<file path="config.mk">
export PLATFORM = sky130hd
export DESIGN_NAME = distance_vector_route_update_unit
export DESIGN_NICKNAME = d
export VERILOG_FILES = /design/src/hw/rtl/dvr_pkg.sv /design/src/hw/rtl/dvr_route_cell.sv /design/src/hw/rtl/dvr_direct_cell.sv /design/src/hw/rtl/distance_vector_route_update_unit.sv
export SDC_FILE = /design/constraint.sdc
export NUM_CORES = 2
export LEC_CHECK = 0
export BUFFER_PORTS_ARGS = -buffer_cell sky130_fd_sc_hd__buf_2
export CAP_MARGIN = 20
export CELL_PAD_IN_SITES_DETAIL_PLACEMENT = 2
export CELL_PAD_IN_SITES_GLOBAL_PLACEMENT = 2
export CORE_ASPECT_RATIO = 0.8
export CORE_MARGIN = 5
export CORE_UTILIZATION = 40
export DETAILED_ROUTE_END_ITERATION = 8
export PLACE_DENSITY = 0.71
export RECOVER_POWER = 25
export SKIP_LAST_GASP = 1
export SLEW_MARGIN = 40
export SYNTH_ARGS = -nofsm -noshare
export SYNTH_HDL_FRONTEND = slang
export SYNTH_HIERARCHICAL = 1
export SYNTH_SLANG_ARGS = --single-unit
</file>
<file path="constraint.sdc">
create_clock -name clk -period 5.9 [get_ports clk]
set_input_delay 0.295 -clock clk [delete_from_list [all_inputs] [get_ports clk]]
set_output_delay 0.295 -clock clk [all_outputs]
set_load 0.005 [all_outputs]
</file>
<file path="src/hw/rtl/dvr_pkg.sv">
// ----------------------------------------------------------------------------
// dvr_pkg
// Shared types and codes for the distance-vector route update unit: route
// actions, request kinds, the query records given to every cell of a chain,
// and the token records that travel along the cell chains.
// ----------------------------------------------------------------------------
package dvr_pkg;

    localparam int ID_W  = 16;
    localparam int HOP_W = 8;

    localparam logic [HOP_W-1:0] HOP_MAX = 8'd255;
    localparam logic [HOP_W-1:0] HOP_ONE = 8'd1;

    // request kinds carried in s_tuser
    localparam logic [1:0] REQ_HEADER = 2'd0;
    localparam logic [1:0] REQ_ENTRY  = 2'd1;
    localparam logic [1:0] REQ_HELLO  = 2'd2;

    // route actions
    localparam logic [2:0] ACT_NONE     = 3'd0;
    localparam logic [2:0] ACT_INSERTED = 3'd1;
    localparam logic [2:0] ACT_IMPROVED = 3'd2;
    localparam logic [2:0] ACT_KEPT     = 3'd3;
    localparam logic [2:0] ACT_DROPPED  = 3'd4;

    // held steady for the whole walk of one item along the route chain
    typedef struct packed {
        logic [ID_W-1:0]  key;
        logic [ID_W-1:0]  next_hop;
        logic [HOP_W-1:0] new_hops;
        logic [HOP_W-1:0] cmp_hops;
        logic             improve_en;
    } route_query_t;

    typedef struct packed {
        logic             active;
        logic             found;
        logic [2:0]       action;
        logic [HOP_W-1:0] hops;
    } route_token_t;

    typedef struct packed {
        logic [ID_W-1:0]  key;
        logic [ID_W-1:0]  next_hop;
        logic [HOP_W-1:0] hops;
    } direct_query_t;

    typedef struct packed {
        logic active;
        logic found;
        logic added;
    } direct_token_t;

endpackage

</file>
<file path="src/hw/rtl/dvr_route_cell.sv">
// ----------------------------------------------------------------------------
// dvr_route_cell
// One route list entry. A search token is registered as it passes through;
// the first match updates itself if improved, the first empty cell inserts.
// ----------------------------------------------------------------------------
module dvr_route_cell (
    input  logic                  clk,
    input  logic                  rst_n,
    input  dvr_pkg::route_query_t query,
    input  dvr_pkg::route_token_t tok_in,
    output dvr_pkg::route_token_t tok_out
);

    logic                       valid_reg;
    logic                       valid_next;
    logic [dvr_pkg::ID_W-1:0]   source_reg;
    logic [dvr_pkg::ID_W-1:0]   next_hop_reg;
    logic [dvr_pkg::HOP_W-1:0]  hops_reg;
    dvr_pkg::route_token_t      tok_reg;
    dvr_pkg::route_token_t      tok_next;
    logic                       write_en;
    logic                       hit;

    assign hit = valid_reg && (source_reg == query.key);

    always_comb
    begin
        tok_next   = tok_in;
        write_en   = 1'b0;
        valid_next = valid_reg;
        if (tok_in.active && !tok_in.found)
        begin
            if (hit)
            begin
                tok_next.found = 1'b1;
                if (query.improve_en && (hops_reg > query.cmp_hops))
                begin
                    write_en        = 1'b1;
                    tok_next.action = dvr_pkg::ACT_IMPROVED;
                    tok_next.hops   = query.new_hops;
                end
                else
                begin
                    tok_next.action = dvr_pkg::ACT_KEPT;
                    tok_next.hops   = hops_reg;
                end
            end
            else if (!valid_reg)
            begin
                // valid cells are contiguous, so this is the append slot
                write_en        = 1'b1;
                valid_next      = 1'b1;
                tok_next.found  = 1'b1;
                tok_next.action = dvr_pkg::ACT_INSERTED;
                tok_next.hops   = query.new_hops;
            end
        end
    end

    always_ff @(posedge clk or negedge rst_n)
    begin
        if (!rst_n)
        begin
            valid_reg <= 1'b0;
            tok_reg   <= '0;
        end
        else
        begin
            valid_reg <= valid_next;
            tok_reg   <= tok_next;
        end
    end

    always_ff @(posedge clk)
    begin
        if (write_en)
        begin
            source_reg   <= query.key;
            next_hop_reg <= query.next_hop;
            hops_reg     <= query.new_hops;
        end
    end

    assign tok_out = tok_reg;

endmodule

</file>
<file path="src/hw/rtl/dvr_direct_cell.sv">
// ----------------------------------------------------------------------------
// dvr_direct_cell
// One direct-route table entry keyed by sender. A token carries the lookup
// through; the first empty cell takes the insert if no cell matched.
// ----------------------------------------------------------------------------
module dvr_direct_cell (
    input  logic                   clk,
    input  logic                   rst_n,
    input  dvr_pkg::direct_query_t query,
    input  dvr_pkg::direct_token_t tok_in,
    output dvr_pkg::direct_token_t tok_out
);

    logic                       valid_reg;
    logic                       valid_next;
    logic [dvr_pkg::ID_W-1:0]   key_reg;
    logic [dvr_pkg::ID_W-1:0]   next_hop_reg;
    logic [dvr_pkg::HOP_W-1:0]  hops_reg;
    dvr_pkg::direct_token_t     tok_reg;
    dvr_pkg::direct_token_t     tok_next;
    logic                       write_en;

    always_comb
    begin
        tok_next   = tok_in;
        write_en   = 1'b0;
        valid_next = valid_reg;
        if (tok_in.active && !tok_in.found)
        begin
            if (valid_reg && (key_reg == query.key))
            begin
                tok_next.found = 1'b1;
            end
            else if (!valid_reg)
            begin
                write_en       = 1'b1;
                valid_next     = 1'b1;
                tok_next.found = 1'b1;
                tok_next.added = 1'b1;
            end
        end
    end

    always_ff @(posedge clk or negedge rst_n)
    begin
        if (!rst_n)
        begin
            valid_reg <= 1'b0;
            tok_reg   <= '0;
        end
        else
        begin
            valid_reg <= valid_next;
            tok_reg   <= tok_next;
        end
    end

    always_ff @(posedge clk)
    begin
        if (write_en)
        begin
            key_reg      <= query.key;
            next_hop_reg <= query.next_hop;
            hops_reg     <= query.hops;
        end
    end

    assign tok_out = tok_reg;

endmodule

</file>
<file path="src/hw/rtl/distance_vector_route_update_unit.sv">
// ----------------------------------------------------------------------------
// distance_vector_route_update_unit
// Route list and direct-route table update for a distance-vector router.
// ----------------------------------------------------------------------------
// Items enter on the s_ group: s_tuser holds the request kind (header,
// vector entry, hello), s_tdata the sender, ttl and vector entry. One
// result item per input item leaves on the m_ group. The user must write own_node_id
// via cfg_we / cfg_wdata only while the block is idle; the block does not enforce it.
// Each route entry lives in one cell of a chain; a search token walks the
// chain one cell per cycle, and the first matching cell (or the first empty
// one) applies the update. A second chain holds the direct-route table.
// A header or vector entry item is finished once its search token has
// walked the whole route chain; an entry naming own_node_id also walks
// the direct chain, and its result waits for both walks. Hello and unused
// kinds skip the chains.
// One item is worked on at a time; s_tready is high once the previous
// result has moved into the output register.
// Reset empties both tables and clears the recorded sender and own_node_id.
// A finished result sits in the output register while m_tready is low; the
// next item is accepted meanwhile, and its result waits until the output
// register is free.
// ----------------------------------------------------------------------------
module distance_vector_route_update_unit #(
    parameter int ROUTE_ENTRIES  = 32,
    parameter int DIRECT_ENTRIES = 32
) (
    input  logic        clk,
    input  logic        rst_n,
    input  logic        cfg_we,
    input  logic [15:0] cfg_wdata,      // own_node_id
    input  logic        s_tvalid,
    output logic        s_tready,
    input  logic [63:0] s_tdata,        // sender, ttl, entry source, entry next hop,
                                        // entry hops
    input  logic [1:0]  s_tuser,        // req_type
    output logic        m_tvalid,
    input  logic        m_tready,
    output logic [15:0] m_tdata         // route_action, forward_frame, direct_route_added,
                                        // stored_hops, zero fill
);

    localparam logic ST_IDLE = 1'b0;
    localparam logic ST_RUN  = 1'b1;

    logic                      state_reg;
    logic                      state_next;
    logic [dvr_pkg::ID_W-1:0]  own_id_reg;
    logic [dvr_pkg::ID_W-1:0]  own_id_next;
    logic [dvr_pkg::ID_W-1:0]  cur_sender_reg;
    logic [dvr_pkg::ID_W-1:0]  cur_sender_next;

    dvr_pkg::route_query_t     rq_reg;
    dvr_pkg::route_query_t     rq_next;
    dvr_pkg::direct_query_t    dq_reg;
    dvr_pkg::direct_query_t    dq_next;
    dvr_pkg::route_token_t     rt_launch_reg;
    dvr_pkg::route_token_t     rt_launch_next;
    dvr_pkg::direct_token_t    dt_launch_reg;
    dvr_pkg::direct_token_t    dt_launch_next;

    logic [2:0]                pend_action_reg;
    logic [2:0]                pend_action_next;
    logic                      pend_fwd_reg;
    logic                      pend_fwd_next;
    logic                      pend_direct_reg;
    logic                      pend_direct_next;
    logic [dvr_pkg::HOP_W-1:0] pend_hops_reg;
    logic [dvr_pkg::HOP_W-1:0] pend_hops_next;
    logic                      route_done_reg;
    logic                      route_done_next;
    logic                      direct_done_reg;
    logic                      direct_done_next;

    logic                      m_tvalid_reg;
    logic                      m_tvalid_next;
    logic [15:0]               out_data_reg;
    logic [15:0]               out_data_next;

    logic                      accept;
    logic                      load_out;
    logic [1:0]                in_type;
    logic [dvr_pkg::ID_W-1:0]  in_sender;
    logic [dvr_pkg::HOP_W-1:0] in_ttl;
    logic [dvr_pkg::ID_W-1:0]  in_esrc;
    logic [dvr_pkg::ID_W-1:0]  in_efirst;
    logic [dvr_pkg::HOP_W-1:0] in_ehops;
    logic [dvr_pkg::HOP_W-1:0] sat_hops;
    logic                      ttl_fwd;

    dvr_pkg::route_token_t     rt_chain [0:ROUTE_ENTRIES];
    dvr_pkg::direct_token_t    dt_chain [0:DIRECT_ENTRIES];
    logic [ROUTE_ENTRIES:0]    rt_active;
    dvr_pkg::route_token_t     rt_end;
    dvr_pkg::direct_token_t    dt_end;

    assign in_type   = s_tuser;
    assign in_sender = s_tdata[15:0];
    assign in_ttl    = s_tdata[23:16];
    assign in_esrc   = s_tdata[39:24];
    assign in_efirst = s_tdata[55:40];
    assign in_ehops  = s_tdata[63:56];

    assign sat_hops = (in_ehops == dvr_pkg::HOP_MAX) ? dvr_pkg::HOP_MAX
                                                     : in_ehops + dvr_pkg::HOP_ONE;
    assign ttl_fwd  = (in_ttl > dvr_pkg::HOP_ONE);

    assign s_tready = (state_reg == ST_IDLE);
    assign accept   = s_tvalid && s_tready;
    assign load_out = (state_reg == ST_RUN) && route_done_reg && direct_done_reg &&
                      (!m_tvalid_reg || m_tready);

    // cell chains
    assign rt_chain[0] = rt_launch_reg;
    assign dt_chain[0] = dt_launch_reg;
    assign rt_end      = rt_chain[ROUTE_ENTRIES];
    assign dt_end      = dt_chain[DIRECT_ENTRIES];

    genvar gi;
    generate
        for (gi = 0; gi < ROUTE_ENTRIES; gi++)
        begin : g_route
            dvr_route_cell u_cell (
                .clk     (clk),
                .rst_n   (rst_n),
                .query   (rq_reg),
                .tok_in  (rt_chain[gi]),
                .tok_out (rt_chain[gi+1])
            );
        end
        for (gi = 0; gi <= ROUTE_ENTRIES; gi++)
        begin : g_active
            assign rt_active[gi] = rt_chain[gi].active;
        end
        for (gi = 0; gi < DIRECT_ENTRIES; gi++)
        begin : g_direct
            dvr_direct_cell u_cell (
                .clk     (clk),
                .rst_n   (rst_n),
                .query   (dq_reg),
                .tok_in  (dt_chain[gi]),
                .tok_out (dt_chain[gi+1])
            );
        end
    endgenerate

    assign own_id_next = cfg_we ? cfg_wdata : own_id_reg;

    always_comb
    begin
        state_next       = state_reg;
        cur_sender_next  = cur_sender_reg;
        rq_next          = rq_reg;
        dq_next          = dq_reg;
        rt_launch_next   = '0;
        dt_launch_next   = '0;
        pend_action_next = pend_action_reg;
        pend_fwd_next    = pend_fwd_reg;
        pend_direct_next = pend_direct_reg;
        pend_hops_next   = pend_hops_reg;
        route_done_next  = route_done_reg;
        direct_done_next = direct_done_reg;

        if (accept)
        begin
            state_next       = ST_RUN;
            pend_action_next = dvr_pkg::ACT_NONE;
            pend_fwd_next    = 1'b0;
            pend_direct_next = 1'b0;
            pend_hops_next   = '0;
            route_done_next  = 1'b1;
            direct_done_next = 1'b1;
            case (in_type)
                dvr_pkg::REQ_HEADER:
                begin
                    cur_sender_next       = in_sender;
                    rq_next.key           = in_sender;
                    rq_next.next_hop      = own_id_reg;
                    rq_next.new_hops      = dvr_pkg::HOP_ONE;
                    rq_next.cmp_hops      = '0;
                    rq_next.improve_en    = 1'b0;
                    rt_launch_next.active = 1'b1;
                    route_done_next       = 1'b0;
                    pend_fwd_next         = ttl_fwd;
                end
                dvr_pkg::REQ_ENTRY:
                begin
                    rq_next.key           = in_esrc;
                    rq_next.next_hop      = in_efirst;
                    rq_next.new_hops      = sat_hops;
                    rq_next.cmp_hops      = in_ehops;
                    rq_next.improve_en    = 1'b1;
                    rt_launch_next.active = 1'b1;
                    route_done_next       = 1'b0;
                    dq_next.key           = cur_sender_reg;
                    dq_next.next_hop      = in_efirst;
                    dq_next.hops          = in_ehops;
                    if (in_esrc == own_id_reg)
                    begin
                        dt_launch_next.active = 1'b1;
                        direct_done_next      = 1'b0;
                    end
                end
                dvr_pkg::REQ_HELLO:
                begin
                    pend_fwd_next = ttl_fwd;
                end
                default:
                begin
                    pend_fwd_next = 1'b0;
                end
            endcase
        end
        else if (state_reg == ST_RUN)
        begin
            if (rt_end.active)
            begin
                // a token that met no match and no free cell means a full list
                pend_action_next = rt_end.found ? rt_end.action : dvr_pkg::ACT_DROPPED;
                pend_hops_next   = rt_end.found ? rt_end.hops : '0;
                route_done_next  = 1'b1;
            end
            if (dt_end.active)
            begin
                pend_direct_next = dt_end.added;
                direct_done_next = 1'b1;
            end
            if (load_out)
            begin
                state_next = ST_IDLE;
            end
        end
    end

    assign out_data_next = load_out ? {3'b000, pend_hops_reg, pend_direct_reg,
                                       pend_fwd_reg, pend_action_reg}
                                    : out_data_reg;
    assign m_tvalid_next = load_out ? 1'b1 : (m_tvalid_reg && !m_tready);

    always_ff @(posedge clk or negedge rst_n)
    begin
        if (!rst_n)
        begin
            state_reg       <= ST_IDLE;
            own_id_reg      <= '0;
            cur_sender_reg  <= '0;
            rt_launch_reg   <= '0;
            dt_launch_reg   <= '0;
            route_done_reg  <= 1'b1;
            direct_done_reg <= 1'b1;
            m_tvalid_reg    <= 1'b0;
        end
        else
        begin
            state_reg       <= state_next;
            own_id_reg      <= own_id_next;
            cur_sender_reg  <= cur_sender_next;
            rt_launch_reg   <= rt_launch_next;
            dt_launch_reg   <= dt_launch_next;
            route_done_reg  <= route_done_next;
            direct_done_reg <= direct_done_next;
            m_tvalid_reg    <= m_tvalid_next;
        end
    end

    always_ff @(posedge clk)
    begin
        rq_reg          <= rq_next;
        dq_reg          <= dq_next;
        pend_action_reg <= pend_action_next;
        pend_fwd_reg    <= pend_fwd_next;
        pend_direct_reg <= pend_direct_next;
        pend_hops_reg   <= pend_hops_next;
        out_data_reg    <= out_data_next;
    end

    assign m_tvalid = m_tvalid_reg;
    assign m_tdata  = out_data_reg;

    // only one search token is ever on the route chain
    a_one_token: assert property (@(posedge clk) disable iff (!rst_n)
        $onehot0(rt_active))
        else $error("more than one route token in flight");

    // a token only leaves the chain while an item is being worked on
    a_end_in_run: assert property (@(posedge clk) disable iff (!rst_n)
        (rt_end.active || dt_end.active) |-> (state_reg == ST_RUN))
        else $error("chain token ended outside a run");

    // dropped routes report no hop count
    a_drop_hops: assert property (@(posedge clk) disable iff (!rst_n)
        (m_tvalid && (m_tdata[2:0] == dvr_pkg::ACT_DROPPED)) |-> (m_tdata[12:5] == '0))
        else $error("dropped route with non-zero hops");

    // a direct route only comes with a vector entry, which always has an action
    a_direct_action: assert property (@(posedge clk) disable iff (!rst_n)
        (m_tvalid && m_tdata[4]) |-> (m_tdata[2:0] != dvr_pkg::ACT_NONE))
        else $error("direct route reported without route action");

    // no new item is taken while a result is still pending inside
    a_no_accept_run: assert property (@(posedge clk) disable iff (!rst_n)
        (!route_done_reg || !direct_done_reg) |-> !s_tready)
        else $error("ready while a walk is in progress");

endmodule
</file>
==> run_results.csv <==
group,metric,value,unit
drt,detail-route-antenna-nets,0,
die,core_area,226000,um2
die,dieArea,238000,um2
setup_path,rr_endpoint,"g_route[29].u_cell/source_reg[8]$_DFFE_PP_",
synthesis,synthCells,7083,
cts,cts_tree,"yes",
cts,cts-buffers-inserted,213,
timing,slew_headroom,-80.9,%
cts,cts_resized,0,
setup_path,r2r_cells,7,
grt,antenna_found_initial,8,
timing,hold_viol_final,0,
finish,nets,7789,
grt,grt_max_degree,137,
setup_path,cp.required,6480,ps
power_and_ir_drop,combPwrFrac,12.9,%
run,maxCapViolCount,20,
setup_path,crit_type,"flip-flop to flip-flop",
setup_path,cp-end-kind,"flip-flop",
power_and_ir_drop,pwr-share-clk,38.9,%
min_path,hold_class,"input port to flip-flop",
finish,fillers,22100,
cts,clock_tree.root_cell,"clkbuf_16",
cts,cts.path.max_buffers,4,
setup_path,worstPathMaxFanout,23,
outcome,violations,"max-capacitance violations, max-slew violations",
power_and_ir_drop,leakage,0.0388,uW
cts,cts.reportedPaths.clkPinSlew,70,ps
timing,fin_crit_sh,79.7,%
setup_path,rr_startpoint,"rq_reg[43]$_DFFE_PP_",
setup_path,r2r_setup_slack,1200,ps
timing,finalCriticalPeriod,4700,ps
finish,drive_above_1_share,10.8,%
finish,postLayoutCoreUtil,45.8,%
min_path,min_from,"cfg_we",
timing,slew_viol_final,669,
drt,vias,59300,
die,die_height,437,um
timing,setup_violations,0,
power_and_ir_drop,swShare,27.3,%
die,start_util,40.3,%
drt,drtPass1Iterations,5,
finish,syn_to_final_growth,13.6,%
min_path,min_to,"own_id_reg[3]$_DFFE_PN0P_",
placement,port-buffer-count,84,
placement,dp_hpwl,169,mm
cts,clk-insertion-delay-late,900,ps
synthesis,yosys_warnings,6,
timing,clock_skew,104,ps
power_and_ir_drop,p_switching,9500,uW
power_and_ir_drop,powerDensity,336,nW/um2
setup_path,worst_setup_path_start_kind,"flip-flop",
drt,initialDrtViolationCount,3909,
cts,clkSinkCount,1952,
synthesis,syn_area,91200,um2
grt,grt_pass1_wl,427,mm
timing,setup_tns,0,ps
grt,grt_usage,23.3,%
drt,via_per_inst,5.58,
min_path,holdPathStages,2,
die,core.rowCount,156,
outcome,status,"finished, violations left",
die,ios,105,
finish,largest_register_ffs,512,
placement,gp_congestion,0.767,
setup_path,cp.arrival,5280,ps
drt,drc,0,
grt,gr-total-overflow,0,
drt,wl,282,mm
cts,htreeDepth,4,
power_and_ir_drop,vdd_drop_max,0.000242,V
timing,max_freq,213,MHz
synthesis,syn_area_per_cell,12.9,um2
power_and_ir_drop,power_frac_seq,48.2,%
timing,rsz0062_at_grt,"false",
timing,tightestPinTransition,2710,ps
power_and_ir_drop,p_int,25300,uW
drt,routedWlPerCell,26.5,um
die,die_x,544,um
grt,first_global_vias,66200,
==> power groups by stage <==
stage,sequential (uW),clock (uW),combinational [uW]
floorplan,16800,0,2600
global route,16900,14500,4860
finish,16800,13500,4480
detailed placement,17000,0,4380
global placement,16900,0,4070
CTS,16700,13800,4500
==> worst max-delay path by stage <==
stage	startpoint	endpoint	slack, ps	depth (start not counted)
CTS	rq_reg[6]$_SDFFCE_PP0P_	g_route[9].u_cell/hops_reg[4]$_DFFE_PP_	1840	9
global route	rq_reg[43]$_DFFE_PP_	g_route[29].u_cell/source_reg[8]$_DFFE_PP_	940	7
detailed placement	rq_reg[6]$_SDFFCE_PP0P_	g_route[0].u_cell/source_reg[13]$_DFFE_PP_	1900	9
global placement	rq_reg[6]$_SDFFCE_PP0P_	g_route[10].u_cell/source_reg[12]$_DFFE_PP_	2020	9
floorplan	rq_reg[46]$_DFFE_PP_	g_route[0].u_cell/hops_reg[0]$_DFFE_PP_	1770	6
finish	rq_reg[43]$_DFFE_PP_	g_route[29].u_cell/source_reg[8]$_DFFE_PP_	1200	7
==> area by class of cell <==
type | instances | area (um2) | share of cell area, %
clock inverter | 89 | 855 | 0.825
antenna | 6 | 15.0 | 0.0145
clock buffer | 303 | 6120 | 5.90
inverter | 551 | 2070 | 2.00
tap | 3002 | 3760 | 3.63
sequential | 1952 | 55400 | 53.5
timing repair buffer | 361 | 2930 | 2.83
multi-input combinational | 4366 | 32400 | 31.3
==> timing repair <==
action | in CTS | in global routing
hold buffers | 64 | 0
endpoints found under the hold margin | 491 | 0
setup buffers | 0 | 0
==> through the flow <==
stage	total power, uW	hold slack, ps	cells	area [um2]	setup WS, ps
final	34800	70.0	10600	104000	1200
after global routing	36200	25.7	10600	104000	939
after CTS	35000	0.976	10600	104000	1840
after detailed placement	21400	233	10200	96100	1900
after global placement	21000	365	10200	95900	2020
after floorplan	19400	-0.591	7110	91300	1770
==> metal layers <==
| layer | track usage, % | share of wire (%) | vias to the layer above |
|---|---|---|---|
| li1 | - | - | 26300 |
| met1 | 32.7 | 46 | 31500 |
| met2 | 38.8 | 48 | 1176 |
| met3 | 2.79 | 3.9 | 347 |
| met4 | 5.33 | 2.0 | 2 |
| met5 | 0 | 0.0046 | - |
==> placed cells by master (no fill, tap or decap), drive strengths merged, types with 224 or more instances in the layout <==
cell / count
a311oi: 256
buf: 268
clkbuf: 333
dfrtp: 611
edfxtp: 1327
ha: 257
inv: 555
nor2: 642
nor3b: 224
nor4: 225
o21a: 288
o31a: 256
xor2: 1020
==> worst max-delay path, stage by stage (launching register included) <==
cell	delay, ps
edfxtp_1	540
clkbuf_1	1440
xor2_1	180
nor4_1	380
nand4_1	550
o21bai_1	370
a21oi_2	550
buf_4	380
(Power assumes the default switching activity.)
